File: src/rtl/ssk_pkg.sv
// ----------------------------------------------------------------------------
// ssk_pkg
// Shared types, constants and saturating add for the subsequence kernel.
// ----------------------------------------------------------------------------
package ssk_pkg;

   localparam int MAX_LEN_DEF   = 64;
   localparam int MAX_SUB_DEF   = 8;
   localparam int FRAC_BITS_DEF = 32;

   localparam int SYM_W     = 32;
   localparam int VAL_W     = 64;
   localparam int DECAY_W   = 17;
   localparam int SUBLEN_W  = 4;
   localparam int ACT_W     = 2;
   localparam int CSR_IDX_W = 2;

   localparam logic [ACT_W-1:0] ACT_APPEND_A = 2'd0;
   localparam logic [ACT_W-1:0] ACT_APPEND_B = 2'd1;
   localparam logic [ACT_W-1:0] ACT_COMPUTE  = 2'd2;

   localparam logic [CSR_IDX_W-1:0] CSR_DECAY  = 2'd0;
   localparam logic [CSR_IDX_W-1:0] CSR_SUBLEN = 2'd1;

   localparam logic [DECAY_W-1:0]  DECAY_ONE    = 17'd65536;
   localparam logic [DECAY_W-1:0]  DECAY_RESET  = 17'd32768;
   localparam logic [SUBLEN_W-1:0] SUBLEN_RESET = 4'd2;

   typedef struct packed {
      logic [ACT_W-1:0] action;
      logic [SYM_W-1:0] symbol;
   } req_type;

   typedef struct packed {
      logic [VAL_W-1:0] kernel_value;
      logic             saturated;
      logic             dropped;
   } rsp_type;

   typedef struct packed {
      logic [VAL_W-1:0] value;
      logic             sat;
   } qval_type;

   function automatic qval_type add_sat(input logic [VAL_W-1:0] a, input logic [VAL_W-1:0] b);
      logic [VAL_W:0] s;
      qval_type       r;
      s       = {1'b0, a} + {1'b0, b};
      r.sat   = s[VAL_W];
      r.value = s[VAL_W] ? '1 : s[VAL_W-1:0];
      return r;
   endfunction

endpackage

File: src/rtl/ssk_strings.sv
// ----------------------------------------------------------------------------
// ssk_strings
// Symbol memories for both strings, one write port, one read port each.
// ----------------------------------------------------------------------------
module ssk_strings
   import ssk_pkg::*;
#(
   parameter int MAX_LEN = MAX_LEN_DEF
) (
   input  logic                                      clock,
   input  logic                                      wr_en,
   input  logic                                      wr_sel,
   input  logic [((MAX_LEN > 1) ? $clog2(MAX_LEN) : 1)-1:0] wr_addr,
   input  logic [SYM_W-1:0]                          wr_data,
   input  logic [((MAX_LEN > 1) ? $clog2(MAX_LEN) : 1)-1:0] rd_addr_a,
   input  logic [((MAX_LEN > 1) ? $clog2(MAX_LEN) : 1)-1:0] rd_addr_b,
   output logic [SYM_W-1:0]                          rd_data_a,
   output logic [SYM_W-1:0]                          rd_data_b
);

   logic [SYM_W-1:0] mem_a [MAX_LEN];
   logic [SYM_W-1:0] mem_b [MAX_LEN];

   always_ff @(posedge clock) begin
      if (wr_en && !wr_sel) begin
         mem_a[wr_addr] <= wr_data;
      end
      rd_data_a <= mem_a[rd_addr_a];
   end

   always_ff @(posedge clock) begin
      if (wr_en && wr_sel) begin
         mem_b[wr_addr] <= wr_data;
      end
      rd_data_b <= mem_b[rd_addr_b];
   end

endmodule

File: config.mk
export PLATFORM = sky130hd
export DESIGN_NAME = ssk_strings
export DESIGN_NICKNAME = d
export VERILOG_FILES = /design/src/rtl/ssk_pkg.sv /design/src/rtl/ssk_strings.sv
export SDC_FILE = /design/constraint.sdc
export NUM_CORES = 2
export LEC_CHECK = 0
export BUFFER_PORTS_ARGS = -buffer_cell sky130_fd_sc_hd__buf_2
export CAP_MARGIN = 10
export CORE_ASPECT_RATIO = 0.9
export CORE_MARGIN = 5
export CORE_UTILIZATION = 40
export DETAILED_ROUTE_END_ITERATION = 6
export PLACE_DENSITY_LB_ADDON = 0.1
export SYNTH_ARGS = -nofsm -noshare
export SYNTH_HDL_FRONTEND = slang
export SYNTH_SLANG_ARGS = --single-unit
export TNS_END_PERCENT = 100
File: constraint.sdc
create_clock -name clock -period 4.39 [get_ports clock]
set_clock_uncertainty 0.05 [all_clocks]
set_input_delay 0.2195 -clock clock [delete_from_list [all_inputs] [get_ports clock]]
set_output_delay 0.2195 -clock clock [all_outputs]
set_load 0.05 [all_outputs]
After elaboration in Yosys (flattened, before gate mapping)

Memories as Yosys holds them, arrays and structs flattened. A register that Yosys moved wholly into a read port is not among the register bits.
Index checks and enable logic that the tools add are counted.

Register bits: 0
RAM bits: 4,096
Bits of input ports: 53
Output and inout port bits: 64
Word-level logic and storage cells: 9
Memories: 2

Mux-type cells: 4
Reduce and logical (&&, ||, !) cells: 3

Memories:

| name  | depth | bits a word | read ports | clocked after memory_dff | write ports | line              | RTL |
|---|---|---|---|---|---|---|---|
| mem_a | 64    | 32          | 1          | 1                        | 1           | ssk_strings.sv:21 | `logic [SYM_W-1:0] mem_a [MAX_LEN];` |
| mem_b | 64    | 32          | 1          | 1                        | 1           | ssk_strings.sv:22 | `logic [SYM_W-1:0] mem_b [MAX_LEN];` |

Operators by type and width:

| kind              | number |
|---|---|
| two-way mux 1 bit | 4 |
| logical AND 1 bit | 2 |
| logical NOT 1 bit | 1 |

Depth between registers and ports, before layout

Word-level depth: 4
Depth in mapped cells: 10
Gate-level depth less buffers: 5

Least setup slack after synthesis

Ideal clock, no wire load.

Kind: input-to-reg
From: input wr_addr[1] in the netlist's numbering
To: memory mem_b[42][0] (enable)
Library setup time: 421 ps
Arrival: 2,650 ps
Required time: 3,919 ps
Slack: 1,269 ps
Cell stages on the path: 6
Buffers on the path: 2
Cell sequence: clkbuf_1 -> or3b_2 -> clkbuf_1 -> inv_1 -> nand2_1 -> nor2_1

RTL lines:

| item        | line              | RTL |
|---|---|---|
| from (decl) | ssk_strings.sv:13 | `input logic [((MAX_LEN > 1) ? $clog2(MAX_LEN) : 1)-1:0] wr_addr,` |
| to (decl)   | ssk_strings.sv:22 |  |

Straight into the memory's write port.

==> flow_summary.ini <==
[outcome]
status = finished clean

[setup_path]
critical_path_class = in2reg
cp-end-kind = flop
crit_fanout = 43
r2r_setup_slack_ps = 1860
path_cells = dlygate4sd3_1, buf_8, buf_4, buf_4, mux4_2, mux2_2, o211ai_1, a21oi_1
cp_slowest_cell = o211ai_1
worst_path_largest_cell_delay_ps = 960
cp_common_cell = buf_4
crit_required_ps = 5120
r2r-end = rd_data_b[31]$_DFF_P_
timing.rr.start = mem_b[7][31]$_DFFE_PP_
start_kind = input port
worstPathArrival_ps = 4120
r2r_cells = 6

[detailed_routing]
wl_per_cell_um = 35.3
wl_um = 460000
drt_iter0_drc = 8757
vias = 76300
remaining_drc_errors = 0
antenna_left = 0
vias_per_cell = 5.85
drtPass1Iterations = 5

[pwr]
netSwitchingFraction_pct = 22.1
seqPwrFrac_pct = 52.0
ir_drop_uv = 345
powerDensity_nw_per_um2 = 466
p_clk_share_pct = 42.5
p_leak_nw = 56.9
comb_power_share_pct = 5.5
finalPower_mw = 84.7
p_sw_mw = 18.7
intPower_mw = 65.9

[timing]
relSlewSlack_pct = 10.2
rsz0062_at_grt = no
fin_crit_sh_pct = 77.1
tightest_slew_ps = 1350
setup_violations = 0
final-max-slew-violation-count = 0
finalSetupTns_ps = 0
max_freq_ghz = 0.295
min_period_ps = 3390
hold_viol = 0

[global_routing]
gr-total-overflow = 0
grt_pass1_wl_um = 637000
grt_pass1_vias = 77700
grt_use_total_pct = 22.4
grt_antenna_before_repair = 48
grt_max_degree = 97

[yosys]
postSynthCellCount = 6825
synth_edf_count = 4096
ys_ff_latch = 4160
ys_types = 46
synth_warnings = 0
synthFlopType = edfxtp_1
synthArstFlopShare_pct = 0
syn_area_per_cell_sq_um = 23.0
synth.net_count = 6878
synth_area_sq_um = 157000
seq_area_frac_synth_pct = 79.0

[placement]
routabilityCongestion = 0.784
portBuffers = 116
dpl_cell_area_sq_um = 167000
place_hpwl_um = 269000

[layout]
n_fill_cell = 32400
register_area_sq_um = 124000
fin_nets = 7553
layout-drive-gt1-share_pct = 30.1
area_growth_pct = 15.6
final_area_sq_um = 182000
multi_input_area_sq_um = 31900

[clock_network]
root_buffer = clkbuf_16
cts_max_path_buffers = 4
cts_tree = yes
clock_sinks = 4160
cts_buffers = 432
clkTransAtPathRegs_ps = 60
h-tree-depth = 5
cts_resized = 0
clk_latency_ps = 1010
post-cts-setup-buffers = 0

[hold_path]
hp-class = in2reg
worstHoldStart = wr_addr[0]
holdPathStages = 4
whs_endpoint = mem_a[5][24]$_DFFE_PP_

[floorplan]
die_h_um = 605
die_x_um = 671
dieArea_sq_um = 406000
initial_core_util_pct = 40.1
row_count = 218
floorplan.io_pins = 117
fp.coreArea_sq_um = 392000

[run]
maxCapViolCount = 0
-- power groups by stage --
stage                     Combinational [mW]  Clock, mW  Sequential [mW]
after floorplan                         2.04          0             45.1
after global placement                  4.69          0             44.8
after detailed placement                4.74          0             44.9
after CTS                               4.78       36.8             44.0
after global routing                    4.96       38.4             44.0
final                                   4.69       36.0             44.0
-- flip-flops by register name, indices dropped and copies added (netlist names) --
name and flops:
mem_a 2048, mem_b 2048, rd_data_a 32, rd_data_b 32
-- synthesized netlist by cell type (all sizes together), types with 5 or more instances --
master | number | area share (%)
edfxtp | 4096 | 78
o211ai | 19 | 0.091
nor2 | 226 | 0.54
mux4 | 998 | 14
o22a | 10 | 0.056
nand3b | 16 | 0.076
o22ai | 186 | 0.74
dfxtp | 64 | 0.81
a221oi | 57 | 0.32
nor4 | 34 | 0.14
nor2b | 22 | 0.088
and2 | 7 | 0.028
nand2b | 29 | 0.12
mux2 | 31 | 0.22
nand3 | 34 | 0.11
or3b | 7 | 0.039
o21ai | 76 | 0.24
inv | 9 | 0.021
nor3 | 22 | 0.070
buf | 267 | 1.0
mux2i | 231 | 1.5
clkbuf | 105 | 0.25
a22oi | 9 | 0.043
o221ai | 39 | 0.22
or2 | 5 | 0.020
a211oi | 16 | 0.076
a21oi | 90 | 0.29
nand2 | 87 | 0.21
-- metrics by stage --
stage | setup slack [ps] | util [%] | cells | hold slack (ps)
2_1_floorplan | 1270 | - | 6825 | 268
3_3_place_gp | 625 | 42.7 | 12200 | 587
3_5_place_dp | 662 | 42.7 | 12200 | 589
4_1_cts | 1130 | 46.4 | 13000 | 28.9
5_1_grt | 1040 | 46.4 | 13000 | 72.7
6_report | 1000 | 46.4 | 13000 | 130
-- critical path, delay by kind of cell --
kind,cells,cell delay [ps]
mux,2,720
compound gates,2,1110
buf+inv,4,1990
-- how the worst max path moves through the flow --
stage | startpoint | endpoint | slack [ps] | cells past startpoint
after floorplan | wr_addr[1] | mem_b[42][0]$_DFFE_PP_ | 1270 | 6
after global placement | rd_addr_b[2] | rd_data_b[28]$_DFF_P_ | 620 | 7
after detailed placement | rd_addr_b[2] | rd_data_b[28]$_DFF_P_ | 660 | 7
after CTS | rd_addr_b[2] | rd_data_b[28]$_DFF_P_ | 1130 | 8
after global routing | rd_addr_b[2] | rd_data_b[28]$_DFF_P_ | 1040 | 8
final | rd_addr_b[2] | rd_data_b[28]$_DFF_P_ | 1000 | 8
-- cell families after synthesis --
family,after synthesis,synth area share [%]
compound gates,524,2.20
flops,4160,79.0
simple gates,500,1.47
buf+inv,381,1.30
mux,1260,16.0
-- layout by cell type (no fill, tap or decap), types with 45 or more instances in the layout --
cell type | netlist | layout
a21oi_1 | 90 | 90
a221oi_1 | 57 | 57
buf_2 | 144 | 76
buf_4 | 81 | 434
clkbuf_1 | 105 | 96
clkbuf_16 | 0 | 435
clkinv_1 | 0 | 79
clkinv_2 | 0 | 86
dfxtp_1 | 64 | 64
dlygate4sd3_1 | 0 | 45
edfxtp_1 | 4096 | 4096
mux2i_1 | 231 | 231
mux4_2 | 998 | 998
nand2_1 | 86 | 85
nor2_1 | 226 | 98
nor2_4 | 0 | 128
o21ai_0 | 76 | 75
o22ai_1 | 186 | 186
-- per-layer routing --
layer / wire length (um) / GRT usage, %
met1: 204000 / 33.4
met2: 214000 / 34.7
met3: 33100 / 4.18
met4: 9360 / 4.52
met5: 13 / 0
-- area by class of cell --
class / instances / area share [%]
clock buffers: 559 / 6.40
flip-flops and latches: 4160 / 68.4
well taps: 5170 / 3.56
multi-input cells: 2284 / 17.6
repair buffers: 613 / 2.83
clock inverters: 230 / 1.23
diodes: 13 / 0.0179
inverters: 9 / 0.0186
-- timing repair --
| item | 4_1_cts | 5_1_grt |
|---|---|---|
| endpoints found under the setup margin | 0 | 0 |
| hold buffers | 45 | 0 |
| endpoints found under the hold margin | 1882 | 0 |
(Power assumes the default switching activity.)
